### src/hdl/brte_pkg.sv
// brte_pkg: item types, ascii constants and character lookup functions
// for the byte to radix text encoder; no dependencies
package brte_pkg;

    typedef struct packed {
        logic [7:0] data_byte;
        logic       last_byte;
    } t_in_item;

    typedef struct packed {
        logic [6:0] text_char;
        logic       last_char;
        logic       bad_radix;
    } t_out_item;

    localparam logic [7:0] RADIX_RESET = 8'd64;
    localparam logic [7:0] RADIX_B64   = 8'd64;
    localparam logic [7:0] RADIX_MIN   = 8'd2;
    localparam logic [7:0] RADIX_MAX   = 8'd36;

    localparam logic [1:0] REG_RADIX = 2'b00;

    localparam logic [6:0] CH_UPPER_A = 7'h41;
    localparam logic [6:0] CH_LOWER_A = 7'h61;
    localparam logic [6:0] CH_ZERO    = 7'h30;
    localparam logic [6:0] CH_PLUS    = 7'h2b;
    localparam logic [6:0] CH_SLASH   = 7'h2f;
    localparam logic [6:0] CH_PAD     = 7'h3d;
    localparam logic [6:0] CH_NUL     = 7'h00;

    function automatic logic [6:0] b64_char(input logic [5:0] v);
        logic [6:0] w;
        w = {1'b0, v};
        if (v < 6'd26) begin
            return CH_UPPER_A + w;
        end else if (v < 6'd52) begin
            return CH_LOWER_A + w - 7'd26;
        end else if (v < 6'd62) begin
            return CH_ZERO + w - 7'd52;
        end else if (v == 6'd62) begin
            return CH_PLUS;
        end else begin
            return CH_SLASH;
        end
    endfunction

    function automatic logic [6:0] digit_char(input logic [5:0] d);
        logic [6:0] w;
        w = {1'b0, d};
        if (d < 6'd10) begin
            return CH_ZERO + w;
        end else begin
            return CH_LOWER_A + w - 7'd10;
        end
    endfunction

    // index of the last digit: digit count minus one
    function automatic logic [2:0] digit_last(input logic [7:0] radix);
        if (radix == 8'd2) begin
            return 3'd7;
        end else if (radix == 8'd3) begin
            return 3'd5;
        end else if (radix <= 8'd6) begin
            return 3'd3;
        end else if (radix <= 8'd15) begin
            return 3'd2;
        end else begin
            return 3'd1;
        end
    endfunction

endpackage

### src/hdl/brte_div.sv
// brte_div: iterative restoring divider, one quotient bit per cycle
// 8-bit dividend by 6-bit divisor; no package dependencies
module brte_div (
    input  logic       i_clk,
    input  logic       i_rst_n,
    input  logic       i_start,
    input  logic [7:0] i_dividend,
    input  logic [5:0] i_divisor,
    output logic       o_done,
    output logic [7:0] o_quot,
    output logic [5:0] o_rem
);

    logic       r_busy;
    logic       r_done;
    logic [2:0] r_cnt;
    logic [5:0] r_rem;
    logic [7:0] r_quot;
    logic [5:0] r_divisor;

    logic [6:0] rem_sh;
    logic [6:0] diff;
    logic       ge;
    logic [5:0] n_rem;

    assign rem_sh = {r_rem, r_quot[7]};
    assign diff   = rem_sh - {1'b0, r_divisor};
    assign ge     = rem_sh >= {1'b0, r_divisor};
    assign n_rem  = ge ? diff[5:0] : rem_sh[5:0];

    always_ff @(posedge i_clk) begin
        if (!i_rst_n) begin
            r_busy <= 1'b0;
            r_done <= 1'b0;
            r_cnt  <= 3'd0;
        end else begin
            r_done <= 1'b0;
            if (i_start) begin
                r_busy <= 1'b1;
                r_cnt  <= 3'd0;
            end else if (r_busy) begin
                r_cnt <= r_cnt + 3'd1;
                if (r_cnt == 3'd7) begin
                    r_busy <= 1'b0;
                    r_done <= 1'b1;
                end
            end
        end
    end

    always_ff @(posedge i_clk) begin
        if (i_start) begin
            r_rem     <= 6'd0;
            r_quot    <= i_dividend;
            r_divisor <= i_divisor;
        end else if (r_busy) begin
            r_rem  <= n_rem;
            r_quot <= {r_quot[6:0], ge};
        end
    end

    assign o_done = r_done;
    assign o_quot = r_quot;
    assign o_rem  = r_rem;

`ifndef SYNTHESIS
    a_start_idle: assert property (@(posedge i_clk) disable iff (!i_rst_n)
        i_start |-> !r_busy)
        else $error("divider started while busy");
    a_done_after_busy: assert property (@(posedge i_clk) disable iff (!i_rst_n)
        r_done |-> $past(r_busy) && !r_busy)
        else $error("done without a finished run");
    a_rem_range: assert property (@(posedge i_clk) disable iff (!i_rst_n)
        (r_done && r_divisor != 6'd0) |-> r_rem < r_divisor)
        else $error("remainder not below divisor");
`endif

endmodule

### src/hdl/byte_to_radix_text_encoder_top.sv
// byte_to_radix_text_encoder_top: byte stream to base64 or radix digit text
// depends on brte_pkg and brte_div
//
//  channel | direction | handshake                  | payload
//  in      | input     | i_in_valid / o_in_stall    | i_in  (data_byte, last_byte)
//  out     | output    | o_out_valid / i_out_stall  | o_out (text_char, last_char, bad_radix)
//  cfg     | input     | psel penable pwrite pready | paddr, pwdata, prdata (radix)
//
// base 64 or bad radix: one character per cycle while the output is not stalled (up to 4)
// digit bases: the digits come one after another from the shared divider, which
// loads each dividend and then spends 8 steps per digit; base 2 is the worst case
// synchronous active-low reset; radix returns to 64, base64 group state clears
// a stalled output holds the emit sequencer; input is taken only when idle
module byte_to_radix_text_encoder_top (
    input  logic                i_clk,
    input  logic                i_rst_n,
    input  logic                i_in_valid,
    output logic                o_in_stall,
    input  brte_pkg::t_in_item  i_in,
    output logic                o_out_valid,
    input  logic                i_out_stall,
    output brte_pkg::t_out_item o_out,
    input  logic                psel,
    input  logic                penable,
    input  logic                pwrite,
    input  logic [1:0]          paddr,
    input  logic [31:0]         pwdata,
    output logic [31:0]         prdata,
    output logic                pready
);
    import brte_pkg::*;

    typedef enum logic [2:0] {
        ST_IDLE = 3'b001,
        ST_DIV  = 3'b010,
        ST_EMIT = 3'b100
    } t_state;

    t_state     r_state;
    t_state     n_state;
    logic [7:0] r_radix;
    logic [1:0] r_phase;
    logic [3:0] r_left;
    logic [1:0] n_phase;
    logic [3:0] n_left;
    logic [6:0] r_buf [0:7];
    logic [2:0] r_last_idx;
    logic [2:0] r_wr_idx;
    logic [2:0] r_rd_idx;
    logic       r_bad;
    logic       r_out_valid;
    t_out_item  r_out;

    logic       accept;
    logic       mode_b64;
    logic       mode_dig;
    logic       out_load;
    logic [1:0] phase;
    logic [6:0] b64c [0:3];
    logic [2:0] b64_last;

    logic       div_start;
    logic [7:0] div_dividend;
    logic       div_done;
    logic [7:0] div_quot;
    logic [5:0] div_rem;

    assign pready = 1'b1;
    assign prdata = (paddr == REG_RADIX) ? {24'd0, r_radix} : 32'd0;

    assign o_in_stall = (r_state != ST_IDLE);
    assign accept     = i_in_valid && (r_state == ST_IDLE);
    assign mode_b64   = (r_radix == RADIX_B64);
    assign mode_dig   = (r_radix >= RADIX_MIN) && (r_radix <= RADIX_MAX);
    assign phase      = (r_phase == 2'd3) ? 2'd0 : r_phase;
    assign out_load   = (r_state == ST_EMIT) && (!r_out_valid || !i_out_stall);

    // base64 characters for the accepted byte, including flush and padding
    always_comb begin
        b64c[0]  = CH_PAD;
        b64c[1]  = CH_PAD;
        b64c[2]  = CH_PAD;
        b64c[3]  = CH_PAD;
        b64_last = 3'd0;
        n_phase  = r_phase;
        n_left   = r_left;
        unique case (phase)
            2'd1: begin
                b64c[0] = b64_char({r_left[1:0], i_in.data_byte[7:4]});
                if (i_in.last_byte) begin
                    b64c[1]  = b64_char({i_in.data_byte[3:0], 2'b00});
                    b64_last = 3'd2;
                    n_phase  = 2'd0;
                    n_left   = 4'd0;
                end else begin
                    n_phase = 2'd2;
                    n_left  = i_in.data_byte[3:0];
                end
            end
            2'd2: begin
                b64c[0]  = b64_char({r_left[3:0], i_in.data_byte[7:6]});
                b64c[1]  = b64_char(i_in.data_byte[5:0]);
                b64_last = 3'd1;
                n_phase  = 2'd0;
                n_left   = 4'd0;
            end
            default: begin
                b64c[0] = b64_char(i_in.data_byte[7:2]);
                if (i_in.last_byte) begin
                    b64c[1]  = b64_char({i_in.data_byte[1:0], 4'b0000});
                    b64_last = 3'd3;
                    n_phase  = 2'd0;
                    n_left   = 4'd0;
                end else begin
                    n_phase = 2'd1;
                    n_left  = {2'b00, i_in.data_byte[1:0]};
                end
            end
        endcase
    end

    assign div_start    = (accept && !mode_b64 && mode_dig) ||
                          ((r_state == ST_DIV) && div_done && (r_wr_idx != 3'd0));
    assign div_dividend = (r_state == ST_IDLE) ? i_in.data_byte : div_quot;

    brte_div u_div (
        .i_clk      (i_clk),
        .i_rst_n    (i_rst_n),
        .i_start    (div_start),
        .i_dividend (div_dividend),
        .i_divisor  (r_radix[5:0]),
        .o_done     (div_done),
        .o_quot     (div_quot),
        .o_rem      (div_rem)
    );

    always_comb begin
        n_state = r_state;
        unique case (r_state)
            ST_IDLE: begin
                if (accept) begin
                    n_state = (!mode_b64 && mode_dig) ? ST_DIV : ST_EMIT;
                end
            end
            ST_DIV: begin
                if (div_done && (r_wr_idx == 3'd0)) begin
                    n_state = ST_EMIT;
                end
            end
            ST_EMIT: begin
                if (out_load && (r_rd_idx == r_last_idx)) begin
                    n_state = ST_IDLE;
                end
            end
            default: n_state = ST_IDLE;
        endcase
    end

    always_ff @(posedge i_clk) begin
        if (!i_rst_n) begin
            r_state     <= ST_IDLE;
            r_radix     <= RADIX_RESET;
            r_phase     <= 2'd0;
            r_left      <= 4'd0;
            r_out_valid <= 1'b0;
            r_last_idx  <= 3'd0;
            r_wr_idx    <= 3'd0;
            r_rd_idx    <= 3'd0;
            r_bad       <= 1'b0;
        end else begin
            r_state <= n_state;
            if (psel && penable && pwrite && (paddr == REG_RADIX)) begin
                r_radix <= pwdata[7:0];
            end
            if (accept) begin
                r_rd_idx <= 3'd0;
                if (mode_b64) begin
                    r_phase    <= n_phase;
                    r_left     <= n_left;
                    r_last_idx <= b64_last;
                    r_bad      <= 1'b0;
                end else if (mode_dig) begin
                    r_last_idx <= digit_last(r_radix);
                    r_wr_idx   <= digit_last(r_radix);
                    r_bad      <= 1'b0;
                end else begin
                    r_last_idx <= 3'd0;
                    r_bad      <= 1'b1;
                end
            end
            if ((r_state == ST_DIV) && div_done && (r_wr_idx != 3'd0)) begin
                r_wr_idx <= r_wr_idx - 3'd1;
            end
            if (out_load) begin
                r_out_valid <= 1'b1;
                r_rd_idx    <= r_rd_idx + 3'd1;
            end else if (!i_out_stall) begin
                r_out_valid <= 1'b0;
            end
        end
    end

    // character buffer and output payload
    always_ff @(posedge i_clk) begin
        if (accept) begin
            if (mode_b64) begin
                r_buf[0] <= b64c[0];
                r_buf[1] <= b64c[1];
                r_buf[2] <= b64c[2];
                r_buf[3] <= b64c[3];
            end else if (!mode_dig) begin
                r_buf[0] <= CH_NUL;
            end
        end
        if ((r_state == ST_DIV) && div_done) begin
            r_buf[r_wr_idx] <= digit_char(div_rem);
        end
        if (out_load) begin
            r_out.text_char <= r_buf[r_rd_idx];
            r_out.last_char <= (r_rd_idx == r_last_idx);
            r_out.bad_radix <= r_bad;
        end
    end

    assign o_out_valid = r_out_valid;
    assign o_out       = r_out;

`ifndef SYNTHESIS
    a_accept_idle: assert property (@(posedge i_clk) disable iff (!i_rst_n)
        (i_in_valid && !o_in_stall) |=> (r_state == ST_DIV || r_state == ST_EMIT))
        else $error("accepted item did not start work");
    a_bad_is_last: assert property (@(posedge i_clk) disable iff (!i_rst_n)
        (r_out_valid && r_out.bad_radix) |-> r_out.last_char)
        else $error("bad radix item not marked last");
    a_rd_in_range: assert property (@(posedge i_clk) disable iff (!i_rst_n)
        (r_state == ST_EMIT) |-> (r_rd_idx <= r_last_idx))
        else $error("emit index past last character");
    a_phase_legal: assert property (@(posedge i_clk) disable iff (!i_rst_n)
        r_phase != 2'd3)
        else $error("base64 group phase out of range");
`endif

endmodule
### config.mk
export PLATFORM = sky130hd
export DESIGN_NAME = byte_to_radix_text_encoder_top
export DESIGN_NICKNAME = d
export VERILOG_FILES = /design/src/hdl/brte_pkg.sv /design/src/hdl/brte_div.sv /design/src/hdl/byte_to_radix_text_encoder_top.sv
export SDC_FILE = /design/constraint.sdc
export NUM_CORES = 1
export LEC_CHECK = 0
export ABC_AREA = 1
export CELL_PAD_IN_SITES_DETAIL_PLACEMENT = 2
export CELL_PAD_IN_SITES_GLOBAL_PLACEMENT = 2
export CORE_UTILIZATION = 41
export CTS_BUF_LIST = sky130_fd_sc_hd__clkbuf_8
export DETAILED_ROUTE_END_ITERATION = 8
export DONT_BUFFER_PORTS = 1
export GPL_TIMING_DRIVEN = 0
export PLACE_DENSITY = 0.84
export SLEW_MARGIN = 10
export SYNTH_ARGS = -nofsm -noshare
export SYNTH_HDL_FRONTEND = slang
export SYNTH_SLANG_ARGS = --single-unit
export TNS_END_PERCENT = 100
### constraint.sdc
create_clock -name i_clk -period 3.55 [get_ports i_clk]
set_input_delay 0.355 -clock i_clk [delete_from_list [all_inputs] [get_ports i_clk]]
set_output_delay 0.355 -clock i_clk [all_outputs]
set_load 0.02 [all_outputs]
# Word level (Yosys, flattened, before mapping)
# Memories as Yosys holds them, arrays and structs flattened. A register that Yosys moved wholly into a read port is not among the register bits.
# Index checks and enable logic that the tools add are counted.
totals:
  ff_bits: 55
  mem_bits_rw: 56
  input_bits: 50
  output_inout_bits: 44
  word_cells: 214
  memories: 1
mem_list:
  columns: ["memory", "words", "width", "rd", "rd_clocked_by_memory_dff", "wr", "line_no", "source"]
  rows:
  - ["r_buf", 8, 7, 1, 1, 4, "byte_to_radix_text_encoder_top.sv:46", "logic [6:0] r_buf [0:7];"]
op_classes:
  n_addsub: 37
  order_cmp: 24
  eq_ne: 22
  mux: 78
  bitwise: 3
  reduce_logical: 32
ops:
  columns: ["op", "n"]
  rows:
  - ["7-bit two-way mux", 24]
  - ["7-bit by 6-bit adder with 7-bit output (first input constant)", 13]
  - ["6-bit < comparator (second input constant)", 12]
  - ["3-bit two-way mux", 20]
  - ["6-bit by 6-bit adder with 7-bit output (first input constant)", 7]
  - ["7-bit by 5-bit subtractor with 7-bit output (second input constant)", 6]
  - ["7-bit by 6-bit subtractor with 7-bit output (second input constant)", 6]
  - ["6-bit by 5-bit < comparator with 1-bit output (second input constant)", 6]
  - ["8-bit two-way mux", 4]
  - ["14-bit case mux with 2 select lines", 1]
  - ["6-bit equality test (second input constant)", 4]
  - ["1-bit two-way mux", 17]
  - ["8-bit by 2-bit equality test with 1-bit output (second input constant)", 2]
  - ["1-bit logical AND", 13]
  - ["2-bit two-way mux", 6]
  - ["2-bit by 1-bit inequality test with 1-bit output (second input constant)", 5]
  - ["3-bit case mux with 3 select lines", 1]
  - ["8-bit by 7-bit equality test with 1-bit output (second input constant)", 1]
  - ["8-bit by 2-bit greater-or-equal comparator with 1-bit output (second input constant)", 1]
  - ["8-bit by 3-bit <= comparator with 1-bit output (second input constant)", 1]
  - ["8-bit by 4-bit <= comparator with 1-bit output (second input constant)", 1]
  - ["8-bit by 6-bit <= comparator with 1-bit output (second input constant)", 1]
  - ["4-bit case mux with 2 select lines", 1]
  - ["2-bit nonzero test", 4]
  - ["other kinds (30)", 39]

# Logic depth before layout (Yosys ltp)
logic_depth:
  word_depth: 9
  ltp_mapped: 15
  ltp_nobuf: 13

# Modules after synthesis
# A second synthesis with hierarchy kept.
hier_totals:
  hier_cells: 1042
  hier_area_um2: 7942.6
by_module_without_submodules:
  columns: ["mod", "instances", "cells_per_inst", "area_each_um2", "seq_area_each_um2"]
  rows:
  - ["byte_to_radix_text_encoder_top", 1, 886, 6592.6, 2512.4]
  - ["brte_div", 1, 156, 1350.0, 640.6]

# Least setup slack after synthesis
# Ideal clock, no wire load.
synth_timing:
  path_kind: "input -> register"
  startpoint: "in i_in[5] in the netlist's numbering"
  endpoint: "mem r_buf[0][4], data pin"
  setup_ns: 0.253
  arrival_ns: 1.761
  t_required_ns: 3.297
  slack_ns: 1.536
  stages: 12
  n_path_buf: 2
  path_cell_list: "buf_2 inv_1 buf_2 ha_1 nor2_1 inv_1 o21ai_0 nand3_1 nand2_1 nand2_1 nand3_1 nand2_1"
synth_rtl:
  columns: ["item", "line_no", "source"]
  rows:
  - ["start, declared", "byte_to_radix_text_encoder_top.sv:19", "input brte_pkg::t_in_item i_in,"]
  - ["end, declared", "byte_to_radix_text_encoder_top.sv:46", null]

==> impl_metrics.toml <==
[status]
status = "finished, violations left"
violations = "DRC"

[place]
place.gp.congestion = 0.857
postPlaceCellArea_um2 = 7990
dp_hpwl_um = 21200
io_buffers = 0

[clocking]
clock_sinks = 118
htreeDepth = 4
holdBufCountCts = 0
path_clk_slew_ps = 80
cts_resized = 0
cts_tree = "yes"
insertion_delay_ps = 450
cts_root_buffer = "clkbuf_8"
postCtsSetupRepairBufs = 0
numCtsBuffers = 17
cts_buffer_depth = 2

[yosys]
synth_top_family_by_area = "simple AND/OR/NAND/NOR gates"
synth_ff_type = "edfxtp_1"
synth.distinct_cells = 41
synth_area_leaders = "edfxtp_1 (31%), nand2_1 (12%), dfxtp_1 (10%)"
synth_seq_cells = 118
synth_top_area_share_pct = 31.1
synth_area_leader_cell = "edfxtp_1"
synthAdderAreaFrac_pct = 6.01
syn_inst = 1013
yosysWarnings = 0
syn_avg_cell_area_um2 = 7.52
synth-edff-count = 79
async_reset_ff_share_pct = 0
synth_area_um2 = 7620
synthXorXnorAreaFrac_pct = 2.41
synthMuxAreaShare_pct = 0
synth-compound-area-share_pct = 13.3
synth-simple-area-share_pct = 26.1
ys_seq_area_share_pct = 41.4

[route]
antenna_left = 0
vias = 7218
drc = 24
wl_um = 27900
drt_pass1_iterations = 6
via_per_inst = 5.57
drt-initial-drc-count = 365
wl_per_cell_um = 21.5

[grt]
top_usage_layer = "met2"
antenna_found_initial = 0
grt_pass1_wl_um = 44700
grt.met3_usage_pct = 3.78
grt_pass1_vias = 7932
track_usage_pct = 30.6
grt.met2_usage_pct = 52.8
met1_usage_pct = 38.5
overflow = 0
grt_max_degree = 17

[cells_and_area]
final_common_cell = "nand2_1"
layout_common_cells = "nand2_1 (237), nor2_1 (121), inv_1 (113)"
nets = 1141
syn_to_final_growth_pct = 9.85
drive_gt1_share_pct = 8.81
stdcell_area_um2 = 8370

[pwr]
p_sw_mw = 1.24
power.leakage_nw = 3.62
pwr-share-comb_pct = 22.9
sw_frac_of_total_pct = 33.9
pwr-share-seq_pct = 44.6
ir_worst_vdd_mv = 0.247
p_int_mw = 2.42
p_per_area_nw_per_um2 = 437
clkPwrFrac_pct = 32.5

[die]
row_count = 49
dieArea_um2 = 19100
start_util_pct = 42.1
die_h_um = 138
pin_count = 94
fp.dieW_um = 138
core_um2 = 18100

[sta]
period_share_pct = 74.6
setup_tns_ps = 0
skew_ps = 17.2
setup_viol = 0
drv_slew = 0
fmax_mhz = 378
final-hold-violation-count = 0
worst_pin_slew_ps = 1060
rsz0062_at_grt = "false"
layout_min_cycle_time_ps = 2650
relSlewSlack_pct = 28.8

[critical_path]
worstPathCellList = "buf_2 -> inv_1 -> ha_1 -> nor2_1 -> inv_2 -> o31ai_1 -> nand3_1 -> nand3_1 -> o21ai_0"
end_kind = "flop"
cp-start-kind = "flop"
arrival_ps = 2810
crit_top_cell = "nand3_1"
crit_family = "compound AO/OA/AOI/OAI gates"
cp_max_fo = 8
critPathMaxStageDelay_ps = 430
path_buf_inv = 3
required_ps = 3720
slowest_stage = "o31ai_1"
critPathKind = "reg2reg"
reg2reg_setup_slack_ps = 900

[worst_hold_path]
hold_class = "in2reg"

[flow_run]
drv_cap = 0
## final cells by class
| cell class | instances | area (um2) |
|---|---|---|
| clock inverter | 13 | 118 |
| sequential | 118 | 3150 |
| buffer | 61 | 369 |
| clock buffer | 18 | 248 |
| tap | 229 | 287 |
| multi-input combinational | 738 | 3750 |
| antenna | 1 | 2.50 |
| inverter | 119 | 447 |
| fill | 2156 | 9710 |
## state kept, by name, summed over array words and instances, names as in the netlist, 2 cells and up
name             count
r_state              3
r_buf               56
r_rd_idx             3
u_div.o_quot         8
u_div.o_rem          6
u_div.r_divisor      6
r_last_idx           3
o_out                9
r_left               4
r_phase              2
r_radix              8
r_wr_idx             3
u_div.r_cnt          3
## worst paths after layout
kind / endpoint / startpoint / cells after the start
max: r_buf[0][0] / r_left[0] / 9
min: r_radix[6] / pwdata[6] / 2
max reg2reg: r_buf[0][0] / r_left[0] / 9
min reg2reg: u_div.r_divisor[3] / r_radix[3] / 0
## cells by family after synthesis
kind of cell	count (synthesis)
and+or+nand+nor	471
AOI/OAI and AO/OA	185
buffers and inverters	180
DFF	118
adders and majority gates	36
xor gates and xnor gates	21
other	2
## Yosys cell counts (8+ instances only)
master	count
o21ai_1	8
edfxtp_1	79
ha_1	35
xnor2_1	10
xor2_1	11
nor3_1	12
nand4_1	11
clkbuf_1	14
buf_2	13
nor2_1	121
nand3_1	77
o21ai_0	81
inv_2	8
nand2_1	237
dfxtp_1	39
a31oi_1	15
inv_1	110
o211ai_1	15
o22ai_1	8
a21oi_1	49
buf_4	28
## per-layer routing
layer,share of wire (%),vias up
li1,-,3392
met1,43,3606
met2,50,168
met3,3.1,52
met4,3.2,0
met5,0,-
## through the flow
stage	instances	power, mW	hold WS [ps]	util (%)	setup WS [ps]
after floorplan	1036	2.19	409	-	1540
after global placement	1265	2.42	424	44.2	765
after detailed placement	1265	2.47	443	44.2	765
after CTS	1296	3.66	62.0	46.2	998
after global routing	1296	3.82	80.8	46.3	837
final	1297	3.66	80.3	46.3	902
## power by group through the flow
stage / registers (mW) / logic [mW] / clock network, mW
CTS: 1.63 / 0.835 / 1.20
global route: 1.64 / 0.919 / 1.26
floorplan: 1.64 / 0.551 / 0
global placement: 1.65 / 0.770 / 0
finish: 1.63 / 0.839 / 1.19
detailed placement: 1.66 / 0.815 / 0
No activity file was read; power rests on OpenSTA's default activity.
